## src/hw/rtl/tgm_pkg.sv

```systemverilog
package tgm_pkg;

	localparam int unsigned TapTime   = 250;
	localparam int unsigned TapDistSq = 25600;
	localparam int unsigned ClickTime = 50;
	localparam int unsigned MaxX      = 15360;
	localparam int unsigned MaxY      = 8704;

	typedef enum logic [1:0] {
		KIND_DOWN   = 2'd0,
		KIND_UP     = 2'd1,
		KIND_MOTION = 2'd2,
		KIND_TICK   = 2'd3
	} kind_t;

	typedef enum logic [2:0] {
		REG_INDIRECT = 3'd0,
		REG_SPEED    = 3'd1,
		REG_ORG_X    = 3'd2,
		REG_ORG_Y    = 3'd3,
		REG_INV_X    = 3'd4,
		REG_INV_Y    = 3'd5
	} reg_idx_t;

	typedef struct packed {
		kind_t              kind;
		logic               port;
		logic [7:0]         touch_id;
		logic [31:0]        time_ms;
		logic [13:0]        x_pos;
		logic [13:0]        y_pos;
		logic signed [14:0] dx;
		logic signed [14:0] dy;
	} evt_t;

	typedef struct packed {
		logic signed [15:0] pointer_x;
		logic signed [15:0] pointer_y;
		logic               button_left;
		logic               button_right;
	} res_t;

	typedef struct packed {
		logic               indirect_front;
		logic [15:0]        pointer_speed;
		logic signed [13:0] org_x;
		logic signed [13:0] org_y;
		logic [15:0]        inv_scale_x;
		logic [15:0]        inv_scale_y;
	} cfg_t;

	function automatic logic signed [15:0] sat16(input logic signed [47:0] v);
		if (v > 48'sd32767) return 16'sh7fff;
		if (v < -48'sd32768) return -16'sh8000;
		return v[15:0];
	endfunction

endpackage

```

## src/hw/rtl/tgm_front.sv

```systemverilog
module tgm_front (
	input  logic           clk,
	input  logic           arst_n,
	input  logic           in_valid,
	output logic           in_ready,
	input  tgm_pkg::evt_t  in_evt,
	output logic           q_valid,
	input  logic           q_ready,
	output tgm_pkg::evt_t  q_evt
);
	import tgm_pkg::*;

	localparam int Depth = 2;

	evt_t        mem_q [Depth];
	logic        wp_q, rp_q;
	logic [1:0]  cnt_q;
	evt_t        cl;

	always_comb begin
		cl = in_evt;
		if (in_evt.x_pos > 14'(MaxX)) cl.x_pos = 14'(MaxX);
		if (in_evt.y_pos > 14'(MaxY)) cl.y_pos = 14'(MaxY);
	end

	assign in_ready = (cnt_q != 2'(Depth));
	assign q_valid  = (cnt_q != 2'd0);
	assign q_evt    = mem_q[rp_q];

	wire push = in_valid && in_ready;
	wire pop  = q_valid && q_ready;

	always_ff @(posedge clk) begin
		if (push) mem_q[wp_q] <= cl;
	end

	always_ff @(posedge clk or negedge arst_n) begin
		if (!arst_n) begin
			wp_q <= 1'b0; rp_q <= 1'b0; cnt_q <= 2'd0;
		end else begin
			if (push) wp_q <= ~wp_q;
			if (pop) rp_q <= ~rp_q;
			cnt_q <= cnt_q + 2'(push) - 2'(pop);
		end
	end

`ifndef SYNTHESIS
	a_cnt: assert property (@(posedge clk) disable iff (!arst_n) cnt_q <= 2'(Depth))
		else $error("queue count overflow");
	a_ptr: assert property (@(posedge clk) disable iff (!arst_n)
		(cnt_q == 2'd0 || cnt_q == 2'(Depth)) |-> wp_q == rp_q)
		else $error("queue pointers inconsistent");
	a_push: assert property (@(posedge clk) disable iff (!arst_n)
		push && !pop |=> cnt_q == $past(cnt_q) + 2'd1)
		else $error("queue push lost");
`endif
endmodule

```

## config.mk

```make
export PLATFORM = sky130hd
export DESIGN_NAME = tgm_front
export DESIGN_NICKNAME = d
export VERILOG_FILES = /design/src/hw/rtl/tgm_pkg.sv /design/src/hw/rtl/tgm_front.sv
export SDC_FILE = /design/constraint.sdc
export NUM_CORES = 1
export LEC_CHECK = 0
export BUFFER_PORTS_ARGS = -buffer_cell sky130_fd_sc_hd__buf_2
export CORE_AREA = 2 2 128 161
export CTS_BUF_LIST = sky130_fd_sc_hd__clkbuf_16
export DETAILED_ROUTE_END_ITERATION = 7
export DIE_AREA = 0 0 130 163
export SLEW_MARGIN = 25
export SYNTH_ARGS = -nofsm -noshare
export SYNTH_HDL_FRONTEND = slang
export SYNTH_SLANG_ARGS = --single-unit
```

## constraint.sdc

```tcl
create_clock -name clk -period 10.4 [get_ports clk]
set_input_delay 1.04 -clock clk [delete_from_list [all_inputs] [get_ports clk]]
set_output_delay 1.04 -clock clk [all_outputs]
set_load 0.01 [all_outputs]
```

; After elaboration in Yosys (flattened, before gate mapping)
; Memory sizes are Yosys's and may differ from the RTL's.
; Cells that the tools add are included.
[classes]
bitwise = 2
n_div = 0
muxes = 4
n_shift = 0
eq_ne = 1
n_reduce_logical = 3
n_lt_le_gt_ge = 2
mul = 0
addsub = 2
[op_table]
columns = op, n
row1 = "14-bit greater-than comparator, second input constant", 2
row2 = 14-bit 2-to-1 mux, 2
row3 = 2-bit by 1-bit adder with 2-bit output, 1
row4 = 1-bit logical AND, 2
row5 = 1-bit 2-to-1 mux, 2
row6 = "2-bit != test, second input constant", 1
row7 = 1-bit NOT, 2
row8 = 2-bit nonzero test, 1
row9 = 2-bit by 1-bit subtractor with 2-bit output, 1
[totals]
out_inout_bits = 103
romBits = 0
register_bits = 4
mem_count = 1
latch_bits = 0
elab_cells = 18
input_bits = 105
mem_bits_rw = 202
[mem_list]
columns = memory, depth, word_bits, rd, rd_clocked_by_memory_dff, write_ports, line
row1 = mem_q, 2, 101, 1, 0, 1, tgm_front.sv:15  ; evt_t mem_q [Depth];

; Logic depth before layout (Yosys ltp)
; Gate-level depths: netlist of run 1.
[logic_depth]
word_depth = 4
depth_mapped = 7
depth_no_buf = 7

; Least setup slack after synthesis of run 1
; Ideal clock, no wire load.
[synth_timing]
path_kind = input -> register
start = in in_valid
end = mem mem_q[0][0] (netlist bit), enable pin
slack_ns = 4.499
n_path_buf = 0
path_stages = 2
t_required_ns = 9.838
t_arrival_ns = 5.340
cell_sequence = nand2_1 > nor2_1
[synth_between]
elab_chain_len = 3
[synth_lines]
columns = item, line
row1 = "start, declared", tgm_front.sv:4  ; input logic in_valid,
row2 = 1-bit logical AND, tgm_front.sv:30  ; wire push = in_valid && in_ready;
row3 = 1-bit 2-to-1 mux, tgm_front.sv:34  ; if (push) mem_q[wp_q] <= cl;
row4 = 1-bit 2-to-1 mux (not written as such), tgm_front.sv:34
row5 = "end, declared", tgm_front.sv:15
; Every way passes these cells.

==> impl_metrics.csv, run 1 <==
group,metric,value,unit
die,num_rows,58,
routing,ant_nets,0,
worst_setup_path,start_kind,"flop",
cells_and_area,nFillCells,1691,
clock_network,clk_pin_slew_worst_paths,0.06,ns
logic_synthesis,synth-seq-cells,206,
global_route,grt_pass1_wl,21760,um
global_route,grt_overflow,0,
die,die_area,21190,um^2
global_route,antenna_found_initial,3,
timing,slew_viol_final,0,
die,die_w,130,um
timing,fmax,0.2701,GHz
hold_path,hold_path_class,"in -> async",
routing,firstDrtPassIters,4,
power,intPower,1.956,mW
flow_run,cap_violations,0,
routing,drt_wl_total,14560,um
power,p_sw,0.7622,mW
worst_setup_path,reg2reg_from,"cnt_q[1]$_DFF_PN0_",
global_route,first_global_vias,4359,
timing,max_slew_margin,0.4195,
timing,finalCritPeriodShare,0.3560,
clock_network,cts_tree,"done",
worst_setup_path,r2r_setup_slack,8.09,ns
logic_synthesis,synth_nets,473,
power,power_density,278.4,nW/um^2
logic_synthesis,synth_area,7705,um^2
timing,clock_skew,0.005709,ns
die,initial_core_util,0.3889,
cells_and_area,finalNetCount,691,
power,power_leakage,3.653,nW
worst_setup_path,cp.arrival,2.66,ns
power,p_seq_frac,0.447,
timing,final_hold_viol_count,0,
power,swShare,0.2804,
worst_setup_path,cpMaxStageDelayCell,"dfrtp_4",
timing,fin_setup_tns,0,ns
routing,viasPerCell,4.610,
clock_network,cts_resized,0,
logic_synthesis,syn_avg_cell_area,21.05,um^2
global_route,track_usage,0.1326,
clock_network,clock_latency,0.48,ns
logic_synthesis,yosys.area.top_type,"edfxtp_1",
cells_and_area,final_cell_mix,"buf_2, edfxtp_1, mux2_2",
clock_network,cts_root_buf,"clkbuf_16",
timing,holdWs,0.3531,ns
power,irDropWorstVdd,0.1596,mV
timing,rsz0062_at_grt,"no",
power,pwr-share-clk,0.279,
logic_synthesis,synth.area.top_cells,"edfxtp_1, mux2_2, and2_1",
timing,worstMarginPinSlew,0.8707,ns
place,dpl.hpwl,9659,um
worst_setup_path,required,9.36,ns
timing,fin_crit,3.702,ns
die,die_h,163,um
routing,drt_iter0_drc,143,
worst_setup_path,rr_endpoint,"mem_q[1][12]$_DFFE_PP_",
clock_network,cts_sinks,206,
clock_network,cts_hold_buf,0,
logic_synthesis,synth_top_area_frac,0.7873,
logic_synthesis,synth.distinct_cells,22,
routing,wl_per_cell,16.76,um
worst_setup_path,worstRegToRegCells,3,
run_status,status,"complete, no violations",
clock_network,htreeDepth,1,
clock_network,numCtsBuffers,21,
timing,final-setup-viol-count,0,
worst_setup_path,cpPeakStageDelay,0.87,ns
routing,drc,0,
worst_setup_path,critPathKind,"reg -> out",
cells_and_area,drive_above_1_share,0.5819,
clock_network,post_cts_buffers,0,
power,power_frac_comb,0.274,
place,io_buffers,207,
clock_network,clockBufferDepth,3,
worst_setup_path,path_cells,"buf_4, mux2_2, buf_2",
worst_setup_path,cp_max_fo,53,
cells_and_area,final_common_cell,"buf_2",
routing,vias,4006,
cells_and_area,syn_to_final_growth,26.75,%
logic_synthesis,ys_seq_area_frac,0.8003,
logic_synthesis,netlist_instances,366,
die,ios,208,
logic_synthesis,yosys_warnings,0,
die,core_area,19810,um^2
place,place.gp.congestion,0.7370,
global_route,grt_max_degree,64,
worst_setup_path,cp-end-kind,"output port",
[Yosys cell counts]
cell,number
nor4_1,2
nor2b_1,2
and2_1,21
buf_4,8
buf_6,1
xor2_1,1
nand2b_1,2
nor2_1,2
nand4_1,1
xnor2_1,3
inv_1,1
a31oi_1,1
nand2_1,1
dfrtp_1,4
mux2_2,101
edfxtp_1,202
and3_1,1
ha_1,2
buf_2,3
or2_2,1
clkbuf_1,5
o41ai_4,1
[worst max-delay path, delay by kind of cell, from the launching register on]
kind / cells / cell delay (ns)
flops: 1 / 0.87
buf+inv: 2 / 0.82
mux: 1 / 0.41
[cell type report]
cell class,count,area [um^2],share of cell area
Inverter,1,3.754,0.0003844
Timing Repair Buffer,212,1106,0.1133
Multi-Input combinational cell,142,1443,0.1477
Antenna cell,1,2.502,0.0002562
Sequential cell,206,6170,0.6318
Clock inverter,16,177.7,0.01819
Tap cell,270,337.8,0.03459
Clock buffer,21,525.5,0.05381
[kinds of logic (layout without fill, tap and decap cells)]
family          Yosys count  count (layout)  share of synthesized area
flops                   206             206                     0.8003
mux                     101             101                     0.1476
simple gates             33              33                    0.02582
buf+inv                  18             250                    0.01413
xor+xnor                  4               4                   0.004548
fa+ha+maj                 2               2                   0.003247
compound gates            2               2                   0.004386
other cells               0               1                          0
[sequential cells by signal, summed over array words and instances (netlist names)]
name / cells
rp_q: 1
mem_q: 202
wp_q: 1
cnt_q: 2
[stage by stage]
step	utilization	total power, mW	std cells	setup WS [ns]	area (um^2)
floorplan	-	1.713	366	4.499	7705
global placement	0.4549	1.969	829	6.928	9012
detailed placement	0.4573	2.001	831	7.122	9060
CTS	0.4928	2.773	868	6.592	9763
global route	0.4929	2.863	869	6.530	9766
finish	0.4929	2.718	869	6.698	9766
[layer usage]
metal	routed length, um	vias up	track usage
met4	473	4	0.05572
met5	27	-	0
met2	7834	138	0.2442
met3	1161	41	0.04369
met1	5065	1953	0.1356
li1	-	1870	-
[power groups by stage]
stage               clock network, mW  logic [mW]  registers (mW)
detailed placement                  0       0.762            1.24
global route                    0.817       0.809            1.24
finish                          0.760       0.744            1.22
global placement                    0       0.742            1.23
floorplan                           0       0.508            1.21
CTS                             0.786       0.766            1.22
[worst max-delay path by stage]
stage	from	end	slack [ns]	cells past startpoint
2_1_floorplan	in_valid	mem_q[0][0]$_DFFE_PP_	4.50	2
3_3_place_gp	in_valid	mem_q[0][2]$_DFFE_PP_	6.93	4
3_5_place_dp	rp_q$_DFFE_PN0P_	q_evt[10]	7.12	3
4_1_cts	rp_q$_DFFE_PN0P_	q_evt[10]	6.59	3
5_1_grt	rp_q$_DFFE_PN0P_	q_evt[69]	6.53	3
6_report	rp_q$_DFFE_PN0P_	q_evt[21]	6.70	3
No activity file was read; power rests on OpenSTA's default activity.
==> run 2: changes to the inputs <==
Settings changed: ABC_AREA set to 1, CORE_AREA 2 2 128 161 to 2 2 129 163, DIE_AREA 0 0 130 163 to 0 0 131 165.
Clock period 10.4 ns to 3.4 ns, I/O delays scaled along.
==> impl_metrics.csv, run 2 <==
group,metric,value,unit
routing,drt_wl_total,16320,um
hold_path,hp-start,"in_evt[19]",
hold_path,hold_end,"mem_q[0][19]$_DFFE_PP_",
timing,rsz0062_at_grt,"no",
worst_setup_path,worstRegToRegCells,5,
power,irDropWorstVdd,0.5119,mV
global_route,grt_pass1_wl,24340,um
clock_network,cts_root_buf,"clkbuf_16",
timing,finalCritPeriodShare,0.7939,
run_status,status,"complete, no violations",
timing,clock_skew,0.004935,ns
hold_path,min_path_cells,1,
clock_network,cts_sinks,206,
global_route,track_usage,0.1462,
die,core_area,19960,um^2
cells_and_area,finalNetCount,945,
worst_setup_path,critPathKind,"reg -> out",
flow_run,cap_violations,0,
worst_setup_path,cp_max_fo,47,
timing,fin_crit,2.699,ns
clock_network,clock_latency,0.48,ns
die,die_w,131,um
power,power_leakage,4.314,nW
clock_network,cts_tree,"done",
clock_network,numCtsBuffers,21,
routing,ant_nets,0,
logic_synthesis,synth_common_cells,"nand2_1, edfxtp_1, inv_1",
place,place_ws,1.151,ns
global_route,grt_overflow,0,
logic_synthesis,synth.distinct_cells,19,
place,place.gp.congestion,0.7339,
routing,wl_per_cell,14.54,um
die,die_h,165,um
logic_synthesis,synth-async-reset-ratio,0.01942,
timing,final-setup-viol-count,0,
logic_synthesis,yosys.area.top_type,"edfxtp_1",
cells_and_area,syn_to_final_growth,24.96,%
logic_synthesis,syn_avg_cell_area,12.57,um^2
cells_and_area,final_common_cell,"nand2_1",
die,num_rows,58,
logic_synthesis,synth_area,7909,um^2
cells_and_area,multi_input_area,1498,um^2
place,io_buffers,207,
clock_network,clockBufferDepth,3,
logic_synthesis,yosys_warnings,0,
routing,drc,0,
cells_and_area,final_cell_mix,"nand2_1, buf_2, edfxtp_1",
routing,drt_iter0_drc,271,
logic_synthesis,synth.area.top_cells,"edfxtp_1, nand2_1, inv_1",
cells_and_area,largest_register,"mem_q",
cells_and_area,top_regs,"mem_q (202), cnt_q (2)",
logic_synthesis,synth_edf_count,202,
timing,fin_ws,0.7006,ns
logic_synthesis,ys_seq_area_frac,0.7796,
logic_synthesis,synth.most_common_cell,"nand2_1",
logic_synthesis,netlist_instances,629,
clock_network,cts_resized,0,
worst_setup_path,rr_endpoint,"mem_q[0][55]$_DFFE_PP_",
worst_setup_path,cp-end-kind,"output port",
logic_synthesis,synth_ff_type,"edfxtp_1",
global_route,grt_max_degree,102,
cells_and_area,largest_register_ffs,202,
cells_and_area,drive_above_1_share,0.3008,
timing,fmax,0.3705,GHz
die,ios,208,
die,initial_core_util,0.3963,
timing,final_hold_viol_count,0,
clock_network,clk_pin_slew_worst_paths,0.06,ns
logic_synthesis,synth_nets,736,
worst_setup_path,cp.arrival,2.36,ns
global_route,first_global_vias,4757,
power,power_density,848.7,nW/um^2
routing,firstDrtPassIters,4,
worst_setup_path,reg2reg_from,"cnt_q[0]$_DFF_PN0_",
timing,max_slew_margin,0.3914,
routing,vias,5017,
hold_path,hold_path_class,"in -> reg",
worst_setup_path,start_kind,"flop",
die,die_area,21620,um^2
worst_setup_path,required,3.06,ns
routing,viasPerCell,4.471,
logic_synthesis,synth_top_area_frac,0.7670,
power,total_power,8.388,mW
global_route,antenna_found_initial,1,
cells_and_area,register_area,6170,um^2
worst_setup_path,r2r_setup_slack,1.66,ns
timing,worstMarginPinSlew,0.9076,ns
place,dpl.hpwl,10440,um
cells_and_area,nFillCells,1811,
logic_synthesis,synth-seq-cells,206,
clock_network,htreeDepth,1,
timing,slew_viol_final,0,
## run 2: cell count changes after synthesis, sizes merged, moves of 13 or more
cell / delta
a21oi: +13
mux2: -101
and2: -21
inv: +29
nor2: +25
nand2: +314
## run 2: metrics by stage
step / TNS [ns] / hold WS [ns] / instance area (um^2) / util / instances
after floorplan: -62.28 / 0.04441 / 7914 / - / 629
after global placement: 0 / 0.1509 / 9233 / 0.4626 / 1084
after detailed placement: 0 / 0.1535 / 9236 / 0.4628 / 1084
after CTS: 0 / 0.01858 / 9881 / 0.4951 / 1121
after global routing: 0 / 0.01524 / 9881 / 0.4951 / 1121
final: 0 / 0.04137 / 9883 / 0.4952 / 1122
## run 2: layout make-up
type,count,share of cell area
multi-input cells,364,0.1515
clock buffers,21,0.05317
diodes,1,0.0002532
flip-flops and latches,206,0.6243
well taps,270,0.03418
inverters,30,0.01152
clock inverters,15,0.01101
repair buffers,215,0.1141
## run 2: how the worst max path moves through the flow
stage / start / endpoint / slack (ns)
6_report: rp_q$_DFFE_PN0P_ / q_evt[6] / 0.70
4_1_cts: rp_q$_DFFE_PN0P_ / q_evt[6] / 0.63
5_1_grt: rp_q$_DFFE_PN0P_ / q_evt[6] / 0.50
3_5_place_dp: rp_q$_DFFE_PN0P_ / q_evt[6] / 1.15
3_3_place_gp: rp_q$_DFFE_PN0P_ / q_evt[6] / 1.20
2_1_floorplan: cnt_q[0]$_DFF_PN0_ / mem_q[1][0]$_DFFE_PP_ / -0.32
## run 2: layer usage
layer  vias up  GRT usage  part of all wire
met5         -          0                 0
met4         0    0.03627             0.017
met3        19    0.04924             0.093
met2       175     0.2489              0.48
met1      2326     0.1785              0.41
li1       2497          -                 -
## run 2: worst max-delay path, stage by stage, from the launching register on
cell and delay [ns]:
dfrtp_4 0.48, clkinv_2 0.47, buf_4 0.56, nand2_1 0.10, nand2_1 0.09, buf_2 0.13
## run 2: logic make-up after synthesis
family | count (synthesis) | share of synthesized area
fa+ha+maj | 2 | 0.003164
xor+xnor | 3 | 0.003323
compound gates | 14 | 0.01535
flops | 206 | 0.7796
simple gates | 345 | 0.1656
buf+inv | 59 | 0.03291
## run 2: report_power, final
part	leakage, nW	switching, mW	internal (mW)
Sequential	1.93	0.126	3.47
Clock	0.330	0.870	1.26
Combinational	2.06	1.80	0.860
## run 2: timing repair
item	in CTS	in global routing
hold endpoints to repair	4	0
buffers inserted	0	0
hold buffers	1	0
==> run 3: changes to the inputs <==
Settings changed: ABC_AREA 1 to 0, CORE_AREA 2 2 129 163 to 2 2 128 161, DIE_AREA 0 0 131 165 to 0 0 130 163.
Clock period 3.4 ns to 2.3 ns, I/O delays scaled along.
==> impl_metrics.csv, run 3 (same netlist as run 1, synthesis figures left out) <==
group,metric,value,unit
hold_path,hold_end,"mem_q[1][31]$_DFFE_PP_",
cells_and_area,diodes,0,
global_route,met3_usage,0.04008,
global_route,grt_overflow,0,
global_route,grt_pass1_wl,23810,um
run_status,status,"complete, no violations",
global_route,use_met2,0.2682,
worst_setup_path,cp_max_fo,48,
global_route,track_usage,0.1440,
clock_network,cts_resized,0,
routing,wl_per_cell,16.22,um
global_route,grt_max_degree,50,
clock_network,numCtsBuffers,22,
clock_network,clock_latency,0.49,ns
timing,rsz0062_at_grt,"no",
flow_run,cap_violations,0,
power,p_sw,3.534,mW
power,pwr-share-clk,0.256,
worst_setup_path,r2r_setup_slack,0.46,ns
worst_setup_path,cpMaxStageDelayCell,"dfrtp_4",
cells_and_area,utilization,0.5324,
worst_setup_path,cp.arrival,1.93,ns
timing,finalCritPeriodShare,0.9388,
power,power_frac_comb,0.305,
worst_setup_path,cp-end-kind,"output port",
place,dpl.hpwl,9930,um
routing,firstDrtPassIters,4,
clock_network,clockBufferDepth,3,
power,intPower,8.690,mW
power,power_leakage,3.981,nW
timing,fmax,0.4631,GHz
timing,fin_setup_tns,0,ns
cells_and_area,drive_above_1_share,0.5095,
worst_setup_path,start_kind,"flop",
power,swShare,0.2891,
die,die_h,163,um
hold_path,hold_path_class,"in -> reg",
clock_network,htreeDepth,1,
die,num_rows,58,
global_route,antenna_found_initial,0,
place,place.gp.congestion,0.6998,
clock_network,cts_tree,"done",
timing,fin_ws,0.1407,ns
clock_network,clk_pin_slew_worst_paths,0.06,ns
cells_and_area,syn_to_final_growth,36.89,%
routing,ant_nets,0,
cells_and_area,finalNetCount,772,
hold_path,hp-start,"in_evt[31]",
cells_and_area,final_common_cell,"buf_2",
timing,worstMarginPinSlew,0.5900,ns
routing,viasPerCell,4.573,
global_route,busiest_layer,"met2",
timing,clock_skew,0.01381,ns
routing,drt_iter0_drc,177,
power,power_density,1159,nW/um^2
global_route,first_global_vias,4933,
routing,vias,4349,
die,initial_core_util,0.3889,
timing,slew_viol_final,0,
die,core_area,19810,um^2
cells_and_area,final_cell_mix,"buf_2, edfxtp_1, mux2_2",
worst_setup_path,rr_endpoint,"cnt_q[1]$_DFF_PN0_",
worst_setup_path,reg2reg_from,"cnt_q[1]$_DFF_PN0_",
routing,drc,0,
place,io_buffers,207,
power,p_seq_frac,0.440,
global_route,use_met1,0.1480,
timing,final_hold_viol_count,0,
worst_setup_path,required,2.07,ns
routing,drt_wl_total,15430,um
timing,max_slew_margin,0.6053,
die,die_w,130,um
hold_path,min_path_cells,2,
worst_setup_path,path_cells,"buf_12, mux2_2, buf_2",
cells_and_area,largest_register_ffs,202,
timing,final-setup-viol-count,0,
clock_network,cts_sinks,206,
cells_and_area,largest_register,"mem_q",
die,die_area,21190,um^2
worst_setup_path,cpPeakStageDelay,0.56,ns
die,ios,208,
power,irDropWorstVdd,0.8040,mV
cells_and_area,top_regs,"mem_q (202), cnt_q (2)",
place,place_ws,0.4789,ns
clock_network,cts_root_buf,"clkbuf_16",
timing,fin_crit,2.159,ns
worst_setup_path,worstRegToRegCells,7,
worst_setup_path,critPathKind,"reg -> out",
-- run 3: cell type report --
| class | count | area, um^2 |
|---|---|---|
| sequential | 206 | 6170 |
| fill | 1620 | 9264 |
| inverter | 1 | 3.754 |
| clock buffer | 23 | 575.6 |
| multi-input combinational | 142 | 1445 |
| tap | 270 | 337.8 |
| timing repair buffer | 292 | 1947 |
| clock inverter | 17 | 68.82 |
-- run 3: how the worst max path moves through the flow --
stage	from	end	slack [ns]	cells after the start
2_1_floorplan	cnt_q[1]$_DFF_PN0_	mem_q[0][0]$_DFFE_PP_	-0.29	3
3_3_place_gp	cnt_q[1]$_DFF_PN0_	cnt_q[1]$_DFF_PN0_	0.57	7
3_5_place_dp	cnt_q[1]$_DFF_PN0_	cnt_q[1]$_DFF_PN0_	0.48	7
4_1_cts	rp_q$_DFFE_PN0P_	q_evt[44]	0.11	3
5_1_grt	rp_q$_DFFE_PN0P_	q_evt[70]	0.05	3
6_report	rp_q$_DFFE_PN0P_	q_evt[70]	0.14	3
-- run 3: power groups by stage --
stage | clock network [mW] | logic, mW | registers [mW]
floorplan | 0 | 2.31 | 5.37
global placement | 0 | 3.63 | 5.41
detailed placement | 0 | 3.67 | 5.46
CTS | 3.22 | 3.80 | 5.39
global route | 3.38 | 4.04 | 5.46
finish | 3.13 | 3.72 | 5.37
-- run 3: worst max-delay path, delay by kind of cell (launching register included) --
kind / cells / cell delay (ns)
buffers and inverters: 2 / 0.43
muxes: 1 / 0.38
DFF: 1 / 0.56
-- run 3: layer usage --
layer / vias to the layer above / share of wire
met5: - / 0
met4: 0 / 0.037
met3: 42 / 0.067
met2: 147 / 0.53
met1: 2125 / 0.36
li1: 2035 / -
-- run 3: through the flow --
stage	power (mW)	area, um^2	std cells	hold WS, ns
after global placement	9.037	9112	832	0.03676
after floorplan	7.677	7716	366	-0.06559
final	12.22	10550	951	0.03576
after global routing	12.88	10550	951	0.03161
after detailed placement	9.140	9112	832	0.04339
after CTS	12.40	10550	951	0.02749
-- run 3: timing repair --
item,in CTS,in global routing
endpoints found under the hold margin,160,0
buffers inserted,0,0
hold buffers,79,0
